**src/design/pcap_tfc_pkg.sv**
```systemverilog
// shared constants, types and helper functions for the pcap tcp flag counter
package pcap_tfc_pkg;

  // counter width; the reported totals are the low 32 bits
  localparam int unsigned COUNT_WIDTH = 32;
  localparam int unsigned FIELD_W     = 32;

  // capture layout
  localparam int unsigned GLOBAL_LEN   = 24;
  localparam int unsigned LINKTYPE_POS = 20;
  localparam int unsigned RHDR_LEN     = 16;
  localparam int unsigned CAPLEN_POS   = 8;
  localparam int unsigned CAPLEN_END   = 12;
  localparam int unsigned LINK_LEN     = 4;
  localparam int unsigned VERSION_POS  = 4;
  localparam int unsigned PROTO_POS    = 13;
  localparam int unsigned FLAGS_POS    = 37;
  localparam int unsigned MIN_BODY     = 38;

  // expected header values
  localparam int unsigned LINK_LOOPBACK = 2;
  localparam int unsigned PROTO_TCP     = 6;
  localparam int unsigned IP_V4         = 4;

  // tcp flag bits
  localparam int unsigned FLAG_SYN = 1;
  localparam int unsigned FLAG_ACK = 4;

  localparam int unsigned TDATA_W = 136;

  typedef logic [COUNT_WIDTH-1:0] count_t;
  typedef logic [FIELD_W-1:0]     field_t;

  typedef enum logic [1:0] {
    CLS_SYN_ACK = 2'd0,
    CLS_SYN     = 2'd1,
    CLS_ACK     = 2'd2,
    CLS_NONE    = 2'd3
  } class_e;

  typedef enum logic [2:0] {
    ERR_OK        = 3'd0,
    ERR_LINKTYPE  = 3'd1,
    ERR_LINK_WORD = 3'd2,
    ERR_PROTOCOL  = 3'd3,
    ERR_VERSION   = 3'd4,
    ERR_SHORT     = 3'd5
  } err_e;

  typedef struct packed {
    class_e record_class;
    err_e   error_code;
    field_t syn_total;
    field_t syn_ack_total;
    field_t ack_total;
    field_t record_number;
  } res_t;

  function automatic count_t sat_inc(count_t v);
    return (v == '1) ? v : v + count_t'(1);
  endfunction

  function automatic field_t to_field(count_t v);
    logic [63:0] w;
    w = 64'(v);
    return w[FIELD_W-1:0];
  endfunction

endpackage

```
**src/design/pcap_tfc_parser.sv**
```systemverilog
// byte parser: header offsets, field capture, classification and counters
module pcap_tfc_parser (
  input  logic               clk_i,
  input  logic               rst_ni,
  input  logic               valid_i,
  input  logic [7:0]         data_i,
  input  logic               sof_i,
  output logic               res_valid_o,
  output pcap_tfc_pkg::res_t res_o
);
  import pcap_tfc_pkg::*;

  logic [4:0]  g_off_q, g_off_c, g_off_d;
  logic        lt_nz_q, lt_nz_c, lt_nz_d;
  logic        in_body_q, in_body_c, in_body_d;
  logic [31:0] roff_q, roff_c, roff_d, roff_inc;
  logic [31:0] cap_q, cap_c, cap_d;
  logic [31:0] link_q, link_c, link_d;
  logic [3:0]  ver_q, ver_c, ver_d;
  logic [7:0]  proto_q, proto_c, proto_d;
  logic [7:0]  flags_q, flags_c, flags_d;
  count_t      syn_q, syn_c, syn_d;
  count_t      sack_q, sack_c, sack_d;
  count_t      ack_q, ack_c, ack_d;
  count_t      rec_q, rec_c, rec_d;
  logic        finish;
  class_e      cls;
  err_e        err;

  // start of file clears everything before the byte is used
  always_comb begin
    g_off_c   = sof_i ? '0 : g_off_q;
    lt_nz_c   = sof_i ? 1'b0 : lt_nz_q;
    in_body_c = sof_i ? 1'b0 : in_body_q;
    roff_c    = sof_i ? '0 : roff_q;
    cap_c     = sof_i ? '0 : cap_q;
    link_c    = sof_i ? '0 : link_q;
    ver_c     = sof_i ? '0 : ver_q;
    proto_c   = sof_i ? '0 : proto_q;
    flags_c   = sof_i ? '0 : flags_q;
    syn_c     = sof_i ? '0 : syn_q;
    sack_c    = sof_i ? '0 : sack_q;
    ack_c     = sof_i ? '0 : ack_q;
    rec_c     = sof_i ? '0 : rec_q;
  end

  always_comb begin
    g_off_d   = g_off_c;
    lt_nz_d   = lt_nz_c;
    in_body_d = in_body_c;
    roff_d    = roff_c;
    cap_d     = cap_c;
    link_d    = link_c;
    ver_d     = ver_c;
    proto_d   = proto_c;
    flags_d   = flags_c;
    syn_d     = syn_c;
    sack_d    = sack_c;
    ack_d     = ack_c;
    rec_d     = rec_c;
    roff_inc  = roff_c + 32'd1;
    finish    = 1'b0;

    if (g_off_c < 5'(GLOBAL_LEN)) begin
      if (g_off_c >= 5'(LINKTYPE_POS)) begin
        lt_nz_d = lt_nz_c | (data_i != 8'd0);
      end
      g_off_d = g_off_c + 5'd1;
    end else if (!in_body_c) begin
      if (roff_c == '0) begin
        cap_d   = '0;
        link_d  = '0;
        ver_d   = '0;
        proto_d = '0;
        flags_d = '0;
      end
      if (roff_c >= 32'(CAPLEN_POS) && roff_c < 32'(CAPLEN_END)) begin
        cap_d = cap_d | (32'(data_i) << {roff_c[1:0], 3'b000});
      end
      if (roff_inc >= 32'(RHDR_LEN)) begin
        roff_d = '0;
        if (cap_d == '0) begin
          finish = 1'b1;
        end else begin
          in_body_d = 1'b1;
        end
      end else begin
        roff_d = roff_inc;
      end
    end else begin
      if (roff_c < 32'(LINK_LEN)) begin
        link_d = link_c | (32'(data_i) << {roff_c[1:0], 3'b000});
      end else if (roff_c == 32'(VERSION_POS)) begin
        ver_d = data_i[7:4];
      end else if (roff_c == 32'(PROTO_POS)) begin
        proto_d = data_i;
      end else if (roff_c == 32'(FLAGS_POS)) begin
        flags_d = data_i;
      end
      if (roff_inc >= cap_c) begin
        finish = 1'b1;
      end else begin
        roff_d = roff_inc;
      end
    end

    // classification from the flags seen so far
    if (flags_d[FLAG_SYN] && flags_d[FLAG_ACK]) begin
      cls = CLS_SYN_ACK;
    end else if (flags_d[FLAG_SYN]) begin
      cls = CLS_SYN;
    end else if (flags_d[FLAG_ACK]) begin
      cls = CLS_ACK;
    end else begin
      cls = CLS_NONE;
    end

    if (lt_nz_d) begin
      err = ERR_LINKTYPE;
    end else if (cap_d < 32'(MIN_BODY)) begin
      err = ERR_SHORT;
    end else if (link_d != 32'(LINK_LOOPBACK)) begin
      err = ERR_LINK_WORD;
    end else if (proto_d != 8'(PROTO_TCP)) begin
      err = ERR_PROTOCOL;
    end else if (ver_d != 4'(IP_V4)) begin
      err = ERR_VERSION;
    end else begin
      err = ERR_OK;
    end

    if (finish) begin
      if (err == ERR_OK) begin
        case (cls)
          CLS_SYN_ACK: sack_d = sat_inc(sack_c);
          CLS_SYN:     syn_d  = sat_inc(syn_c);
          CLS_ACK:     ack_d  = sat_inc(ack_c);
          default:     ;
        endcase
      end
      rec_d     = sat_inc(rec_c);
      in_body_d = 1'b0;
      roff_d    = '0;
    end
  end

  assign res_valid_o          = valid_i && finish;
  assign res_o.record_class   = cls;
  assign res_o.error_code     = err;
  assign res_o.syn_total      = to_field(syn_d);
  assign res_o.syn_ack_total  = to_field(sack_d);
  assign res_o.ack_total      = to_field(ack_d);
  assign res_o.record_number  = to_field(rec_c);

  always_ff @(posedge clk_i or negedge rst_ni) begin
    if (!rst_ni) begin
      g_off_q   <= '0;
      lt_nz_q   <= 1'b0;
      in_body_q <= 1'b0;
      roff_q    <= '0;
      cap_q     <= '0;
      link_q    <= '0;
      ver_q     <= '0;
      proto_q   <= '0;
      flags_q   <= '0;
      syn_q     <= '0;
      sack_q    <= '0;
      ack_q     <= '0;
      rec_q     <= '0;
    end else if (valid_i) begin
      g_off_q   <= g_off_d;
      lt_nz_q   <= lt_nz_d;
      in_body_q <= in_body_d;
      roff_q    <= roff_d;
      cap_q     <= cap_d;
      link_q    <= link_d;
      ver_q     <= ver_d;
      proto_q   <= proto_d;
      flags_q   <= flags_d;
      syn_q     <= syn_d;
      sack_q    <= sack_d;
      ack_q     <= ack_d;
      rec_q     <= rec_d;
    end
  end

`ifndef SYNTH
  a_goff_range: assert property (@(posedge clk_i) disable iff (!rst_ni)
    g_off_q <= 5'(GLOBAL_LEN))
    else $error("global offset past header length");
  a_body_after_hdr: assert property (@(posedge clk_i) disable iff (!rst_ni)
    in_body_q |-> (g_off_q == 5'(GLOBAL_LEN)))
    else $error("record body before global header done");
  a_body_in_len: assert property (@(posedge clk_i) disable iff (!rst_ni)
    in_body_q |-> (roff_q < cap_q))
    else $error("body offset past captured length");
  a_hdr_in_len: assert property (@(posedge clk_i) disable iff (!rst_ni)
    !in_body_q |-> (roff_q < 32'(RHDR_LEN)))
    else $error("record header offset out of range");
`endif

endmodule

```
**src/design/pcap_tfc_out_stage.sv**
```systemverilog
// result register with one skid entry
module pcap_tfc_out_stage (
  input  logic               clk_i,
  input  logic               rst_ni,
  input  logic               push_i,
  input  pcap_tfc_pkg::res_t data_i,
  output logic               ready_o,
  output logic               valid_o,
  input  logic               ready_i,
  output pcap_tfc_pkg::res_t data_o
);
  import pcap_tfc_pkg::*;

  logic out_valid_q, out_valid_d;
  logic skid_valid_q, skid_valid_d;
  res_t out_data_q, out_data_d;
  res_t skid_data_q, skid_data_d;

  assign ready_o = !skid_valid_q;
  assign valid_o = out_valid_q;
  assign data_o  = out_data_q;

  always_comb begin
    out_valid_d  = out_valid_q;
    skid_valid_d = skid_valid_q;
    out_data_d   = out_data_q;
    skid_data_d  = skid_data_q;
    if (push_i && !skid_valid_q) begin
      if (!out_valid_q || ready_i) begin
        out_valid_d = 1'b1;
        out_data_d  = data_i;
      end else begin
        skid_valid_d = 1'b1;
        skid_data_d  = data_i;
      end
    end else if (out_valid_q && ready_i) begin
      if (skid_valid_q) begin
        out_data_d   = skid_data_q;
        skid_valid_d = 1'b0;
      end else begin
        out_valid_d = 1'b0;
      end
    end
  end

  always_ff @(posedge clk_i or negedge rst_ni) begin
    if (!rst_ni) begin
      out_valid_q  <= 1'b0;
      skid_valid_q <= 1'b0;
    end else begin
      out_valid_q  <= out_valid_d;
      skid_valid_q <= skid_valid_d;
    end
  end

  always_ff @(posedge clk_i) begin
    out_data_q  <= out_data_d;
    skid_data_q <= skid_data_d;
  end

`ifndef SYNTH
  a_skid_needs_out: assert property (@(posedge clk_i) disable iff (!rst_ni)
    skid_valid_q |-> out_valid_q)
    else $error("skid entry held without output entry");
  a_skid_on_stall: assert property (@(posedge clk_i) disable iff (!rst_ni)
    $rose(skid_valid_q) |-> $past(out_valid_q && !ready_i && push_i))
    else $error("skid filled without a stalled output");
  a_skid_drains: assert property (@(posedge clk_i) disable iff (!rst_ni)
    (skid_valid_q && ready_i) |=> (out_valid_q && !skid_valid_q))
    else $error("skid entry not moved to output");
`endif

endmodule

```
**src/design/pcap_tcp_flag_counter_core.sv**
```systemverilog
// top level of the pcap tcp flag counter
//
// takes a little-endian pcap capture one byte per word on the slave stream:
//   s_axis_tdata_i holds the byte, s_axis_tuser_i marks the first byte of a
//   capture and clears the parser and all counters before that byte is used
// after the 24-byte global header (link type must be 0) each record gives one
// result word on the master stream when its last byte is taken: tcp class,
// error code, the three saturating totals and the record index
// records with a nonzero error code are reported but not counted
//
// throughput: one byte per cycle while s_axis_tready_o is high; every byte is
// parsed in the cycle it is accepted, using 32-bit compares and increments
// each result word is registered, in the skid entry if the output is stalled
//
// reset leaves the parser waiting for a global header with all counters zero
// a result register plus one skid entry sit on the output, so bytes keep
// flowing while a result waits; s_axis_tready_o drops only while both entries
// are held by a stalled receiver, and rises again as soon as one is taken
// a record cut short by a new start of capture gives no result
module pcap_tcp_flag_counter_core (
  input  logic         clk_i,
  input  logic         rst_ni,
  input  logic         s_axis_tvalid_i,
  output logic         s_axis_tready_o,
  input  logic [7:0]   s_axis_tdata_i,   // [7:0] data_byte
  input  logic         s_axis_tuser_i,   // [0] start_of_file
  output logic         m_axis_tvalid_o,
  input  logic         m_axis_tready_i,
  // [1:0] record_class, [4:2] error_code, [36:5] syn_total,
  // [68:37] syn_ack_total, [100:69] ack_total, [132:101] record_number,
  // [135:133] zero
  output logic [pcap_tfc_pkg::TDATA_W-1:0] m_axis_tdata_o
);
  import pcap_tfc_pkg::*;

  logic in_accept;
  logic res_valid;
  res_t res;
  res_t out_res;
  logic stage_ready;

  assign in_accept       = s_axis_tvalid_i && stage_ready;
  assign s_axis_tready_o = stage_ready;

  // per-byte parsing and counting
  pcap_tfc_parser u_parser (
    .clk_i       (clk_i),
    .rst_ni      (rst_ni),
    .valid_i     (in_accept),
    .data_i      (s_axis_tdata_i),
    .sof_i       (s_axis_tuser_i),
    .res_valid_o (res_valid),
    .res_o       (res)
  );

  // result register and skid entry
  pcap_tfc_out_stage u_out (
    .clk_i   (clk_i),
    .rst_ni  (rst_ni),
    .push_i  (res_valid),
    .data_i  (res),
    .ready_o (stage_ready),
    .valid_o (m_axis_tvalid_o),
    .ready_i (m_axis_tready_i),
    .data_o  (out_res)
  );

  // fields packed from the low bit up
  assign m_axis_tdata_o = {3'b000,
                           out_res.record_number,
                           out_res.ack_total,
                           out_res.syn_ack_total,
                           out_res.syn_total,
                           out_res.error_code,
                           out_res.record_class};

endmodule

```
**config.mk**
```make
export PLATFORM = sky130hd
export DESIGN_NAME = pcap_tcp_flag_counter_core
export DESIGN_NICKNAME = d
export VERILOG_FILES = /design/src/design/pcap_tfc_pkg.sv /design/src/design/pcap_tfc_parser.sv /design/src/design/pcap_tfc_out_stage.sv /design/src/design/pcap_tcp_flag_counter_core.sv
export SDC_FILE = /design/constraint.sdc
export NUM_CORES = 1
export LEC_CHECK = 0
export BUFFER_PORTS_ARGS = -buffer_cell sky130_fd_sc_hd__buf_2
export CAP_MARGIN = 10
export CORE_UTILIZATION = 56
export CTS_CLUSTER_SIZE = 10
export DETAILED_ROUTE_END_ITERATION = 10
export GPL_TIMING_DRIVEN = 0
export PLACE_DENSITY = 0.77
export SYNTH_ARGS = -nofsm -noshare
export SYNTH_HDL_FRONTEND = slang
export SYNTH_SLANG_ARGS = --single-unit
export TNS_END_PERCENT = 1
```
**constraint.sdc**
```tcl
create_clock -name clk_i -period 10.9 [get_ports clk_i]
set_input_delay 0 -clock clk_i [delete_from_list [all_inputs] [get_ports clk_i]]
set_output_delay 0 -clock clk_i [all_outputs]
set_load 0.1 [all_outputs]
```
==> impl_summary.md <==
STA
In the finished design, the share of the clock period the worst path needs comes to 0.974. Setup repair after global routing left no endpoint under its margin. The worst path needs 10620 ps of the cycle, external delays included.

The worst-margin pin slew is 1380 ps. The final-report hold violation count came to 0. The number of pins exceeding their max-slew limit in the final report is 0. Setup violations remaining at the end of the flow were counted as 0. The headroom to the max-slew limit is 0.0691. For the final database, setup skew stands at 30.3 ps.

Setup total negative slack on the finished layout was measured at 0 ps. The maximum operating frequency is 0.0942 GHz.

Worst setup path
The critical path in this run is classified as in2reg. The arrival time at the worst endpoint is 10950 ps. Of all nets on the critical path, the largest fanout is 33. The startpoint of the lowest-slack register-to-register path is u_parser.roff_q[1]. The longest individual stage delay on the worst path is 760 ps. The most numerous cell type found on the critical path is buf_2. The startpoint type of the worst setup path is an input pin. The cell with the largest stage delay on the worst path is buf_2. The worst reg2reg path depth is 25. STA classifies the critical path endpoint as a flop. The end of the worst register-to-register path is u_out.data_o[71]. The data required time of the worst path is 11230 ps. Setup slack on the worst reg-to-reg path comes out at 2170 ps.

GRT
The first-pass GRT wire length is 148 mm. Entering global routing, the biggest net connects 91 pins. The residual overflow from global routing is 0. The number of global-route vias before repair is 22900. The total routing usage reported by global routing is 0.398. The initial antenna violation count was 3.

Synth
The synthesized-area fraction occupied by xor and xnor cells is 0.0461. The prevailing post-synth register cell is edfxtp_1. The number of synthesized flops with an enable pin is 266.

Of the post-synthesis cell area, the dominant cell type holds 0.288. The largest family of logic cells by synthesized area is simple AND/OR/NAND/NOR gates. Of the total synthesized cell area, the portion taken by full adders, half adders and majority gates is 0.0185. Yosys printed 0 warnings. The biggest area contributor in the post-synthesis netlist is edfxtp_1. In this run, synthesis produced a sequential element count of 513. In the post-synthesis netlist, the biggest area contributors are edfxtp_1 (29%), dfrtp_1 (22%), nand2_1 (5.6%), mux2_2 (3.7%), xnor2_1 (2.6%). Of all flip-flops after synthesis, the portion carrying an async set or reset was 0.481. The most common cell in the synthesized netlist is nand2_1. Counting every instance in the synthesized netlist gives 2700. The post-synthesis instance area is 0.0277 sq mm. The number of unique standard cell types used by synthesis is 95.

The fraction of the mapped netlist area in compound gates is 0.113. The mean instance size in the synthesized netlist is 10.3 sq um. Counting instances in the post-synthesis netlist gives the leading cell types as nand2_1 (416), edfxtp_1 (266), dfrtp_1 (247), nor2_1 (180), clkbuf_1 (114).

The multiplexer area fraction after synthesis is 0.0492. Of the total synthesized cell area, the portion taken by AND, OR, NAND and NOR gates is 0.230. The fraction of the yosys area taken by sequential cells is 0.511.

Min path
The cell count of the worst hold path is 3. The startpoint identified for the worst hold timing path is s_axis_tdata_i[0]. The classification of the worst-slack hold path is in2reg. The worst hold path terminates at u_parser.proto_q[0].

Clock network
The register clock-pin slew on the reported worst setup and hold paths is 60 ps. The clock passes through at most 3 buffers. The clock tree root driver cell is clkbuf_16.

The post-CTS repair timing setup buffer count is 0. Clock latency on the worst-skew pair, taken at its later pin, is 650 ps. Counting the buffers created by CTS gives 60.

TritonCTS built the clock tree. The maximum level of the CTS H-tree is 2. CTS saw 513 sinks.

Placement
The number of I/O port buffers is 144. At the end of routability-driven placement, the weighted congestion stood at 1.00. Detailed placement finished with a half-perimeter wire length of 72.1 mm.

The post-placement cell area is 0.0295 sq mm.

Detailed routing
The count of vias placed by the detailed router is 24000. The routed wire length is 101 mm. The pre-antenna-repair detailed-routing pass consisted of 5 iterations. In this run the remaining antenna-violating nets after routing total 0.

After detailed routing, the number of remaining DRC violations is 0. For this block, the initial DRC count from the detailed router was 3300. After detailed routing, the average wire length per cell comes to 27.7 um.

The average vias per placed instance is 6.59.

Finish
After routing the design area is 0.0315 sq mm. The count of inserted antenna diode cells is 0. Relative to the synthesized area, the layout overhead comes to 13.5%.

For this run, the post-layout net count is 2978. In the final layout, the share of cells above drive strength 1 is 0.149.

Die
The die covers 0.0504 sq mm. The die is 224 um wide. The initial standard-cell utilization of the core is 0.567. The core region is 0.0488 sq mm. Pin placement for this block handled 151 I/O pins. From bottom edge to top edge, the die measures 224 um. In this run the core area contains 81 standard-cell rows.

Pwr
The total power per unit cell area is 133 mW/mm^2. The worst-case IR drop observed on VDD is 0.136 mV. The cell leakage power is 11.4 nW. The total chip power is 0.00417 W.

Flow run
The max-capacitance violation count is 0.

Outcome
The flow ran to the end, and the final reports show no timing, DRC or antenna violations.
==> metrics by stage <==
| step | setup slack [ps] | cells | utilization | hold WS (ps) |
|---|---|---|---|---|
| 2_1_floorplan | 2220 | 2702 | - | -296 |
| 3_3_place_gp | -4340 | 3510 | 0.599 | 191 |
| 3_5_place_dp | -766 | 3520 | 0.604 | 14.2 |
| 4_1_cts | 137 | 3636 | 0.644 | 2.51 |
| 5_1_grt | 251 | 3637 | 0.644 | 67.7 |
| 6_report | 283 | 3637 | 0.644 | 51.8 |
==> layout make-up <==
type	count	area, sq um
Multi-Input combinational cell	1977	12700
Clock buffer	106	1770
Tap cell	664	831
Timing Repair Buffer	161	1020
Inverter	36	135
Fill cell	3888	17400
Sequential cell	513	14200
Buffer	175	767
Clock inverter	5	92.6
==> flip-flops by register name (all words and copies together) (netlist names), 2 cells and up <==
name and flops:
u_parser.sack_q 32, u_parser.syn_q 32, u_parser.proto_q 8, u_out.skid_data_q 133
u_parser.rec_q 32, u_parser.ver_q 4, u_parser.ack_q 32, u_parser.g_off_q 5
u_parser.flags_q 2, u_parser.link_q 32, u_parser.roff_q 32, u_parser.cap_q 32
u_out.data_o 133
==> worst max-delay path by stage <==
| stage | startpoint | endpoint | slack, ps | cells past startpoint |
|---|---|---|---|---|
| 6_report | s_axis_tuser_i | u_out.data_o[71] | 280 | 28 |
| 5_1_grt | s_axis_tuser_i | u_out.data_o[70] | 250 | 28 |
| 4_1_cts | s_axis_tuser_i | u_out.data_o[71] | 140 | 29 |
| 3_5_place_dp | s_axis_tuser_i | u_out.data_o[129] | -770 | 28 |
| 3_3_place_gp | s_axis_tuser_i | u_out.data_o[129] | -4340 | 24 |
| 2_1_floorplan | s_axis_tuser_i | u_out.data_o[0] | 2220 | 24 |
==> cell usage in the layout (no fill, tap or decap), types with 31 or more instances in the layout <==
| cell | instances |
|---|---|
| nor4_1 | 68 |
| clkbuf_1 | 150 |
| dfrtp_1 | 247 |
| mux2_2 | 90 |
| o21ai_0 | 108 |
| nor2b_1 | 90 |
| buf_2 | 184 |
| and3_1 | 35 |
| clkbuf_16 | 61 |
| a22o_1 | 50 |
| nand2_1 | 416 |
| inv_1 | 35 |
| a21oi_1 | 61 |
| edfxtp_1 | 266 |
| nand3_1 | 108 |
| or3_1 | 31 |
| nor2_1 | 180 |
| xnor2_1 | 82 |
| ha_1 | 41 |
| xor2_1 | 64 |
| mux2i_1 | 35 |
| nand4_1 | 50 |
| nor3_1 | 89 |
==> routing by layer <==
metal / global-route usage / wire, um
met1: 0.559 / 41700
met2: 0.589 / 44000
met3: 0.0896 / 10500
met4: 0.184 / 4620
met5: 0 / 121
==> power breakdown <==
group	total [W]	switching [W]	internal, W
sequential	0.00204	0.00000699	0.00203
combinational	0.000192	0.000159	0.0000335
clock	0.00194	0.000807	0.00113
==> cells by family (layout without fill, tap and decap cells) <==
logic type                 after synthesis  in the layout
AOI/OAI and AO/OA                      436            436
xor gates and xnor gates               146            146
adders and majority gates               41             41
buffers and inverters                  212            483
DFF                                    513            513
muxes                                  125            125
other                                    1              3
and+or+nand+nor                       1226           1226
==> critical path, delay by kind of cell <==
family | cells | cell delay (ps)
compound gates | 7 | 2590
fa+ha+maj | 1 | 360
buf+inv | 17 | 7150
simple gates | 3 | 700
==> timing repair <==
item | CTS | global route
hold buffers | 5 | 0
gates resized for setup | 2 | 0
endpoints found under the setup margin | 31 | 31
endpoints found under the hold margin | 262 | 0
(Power assumes the default switching activity.)
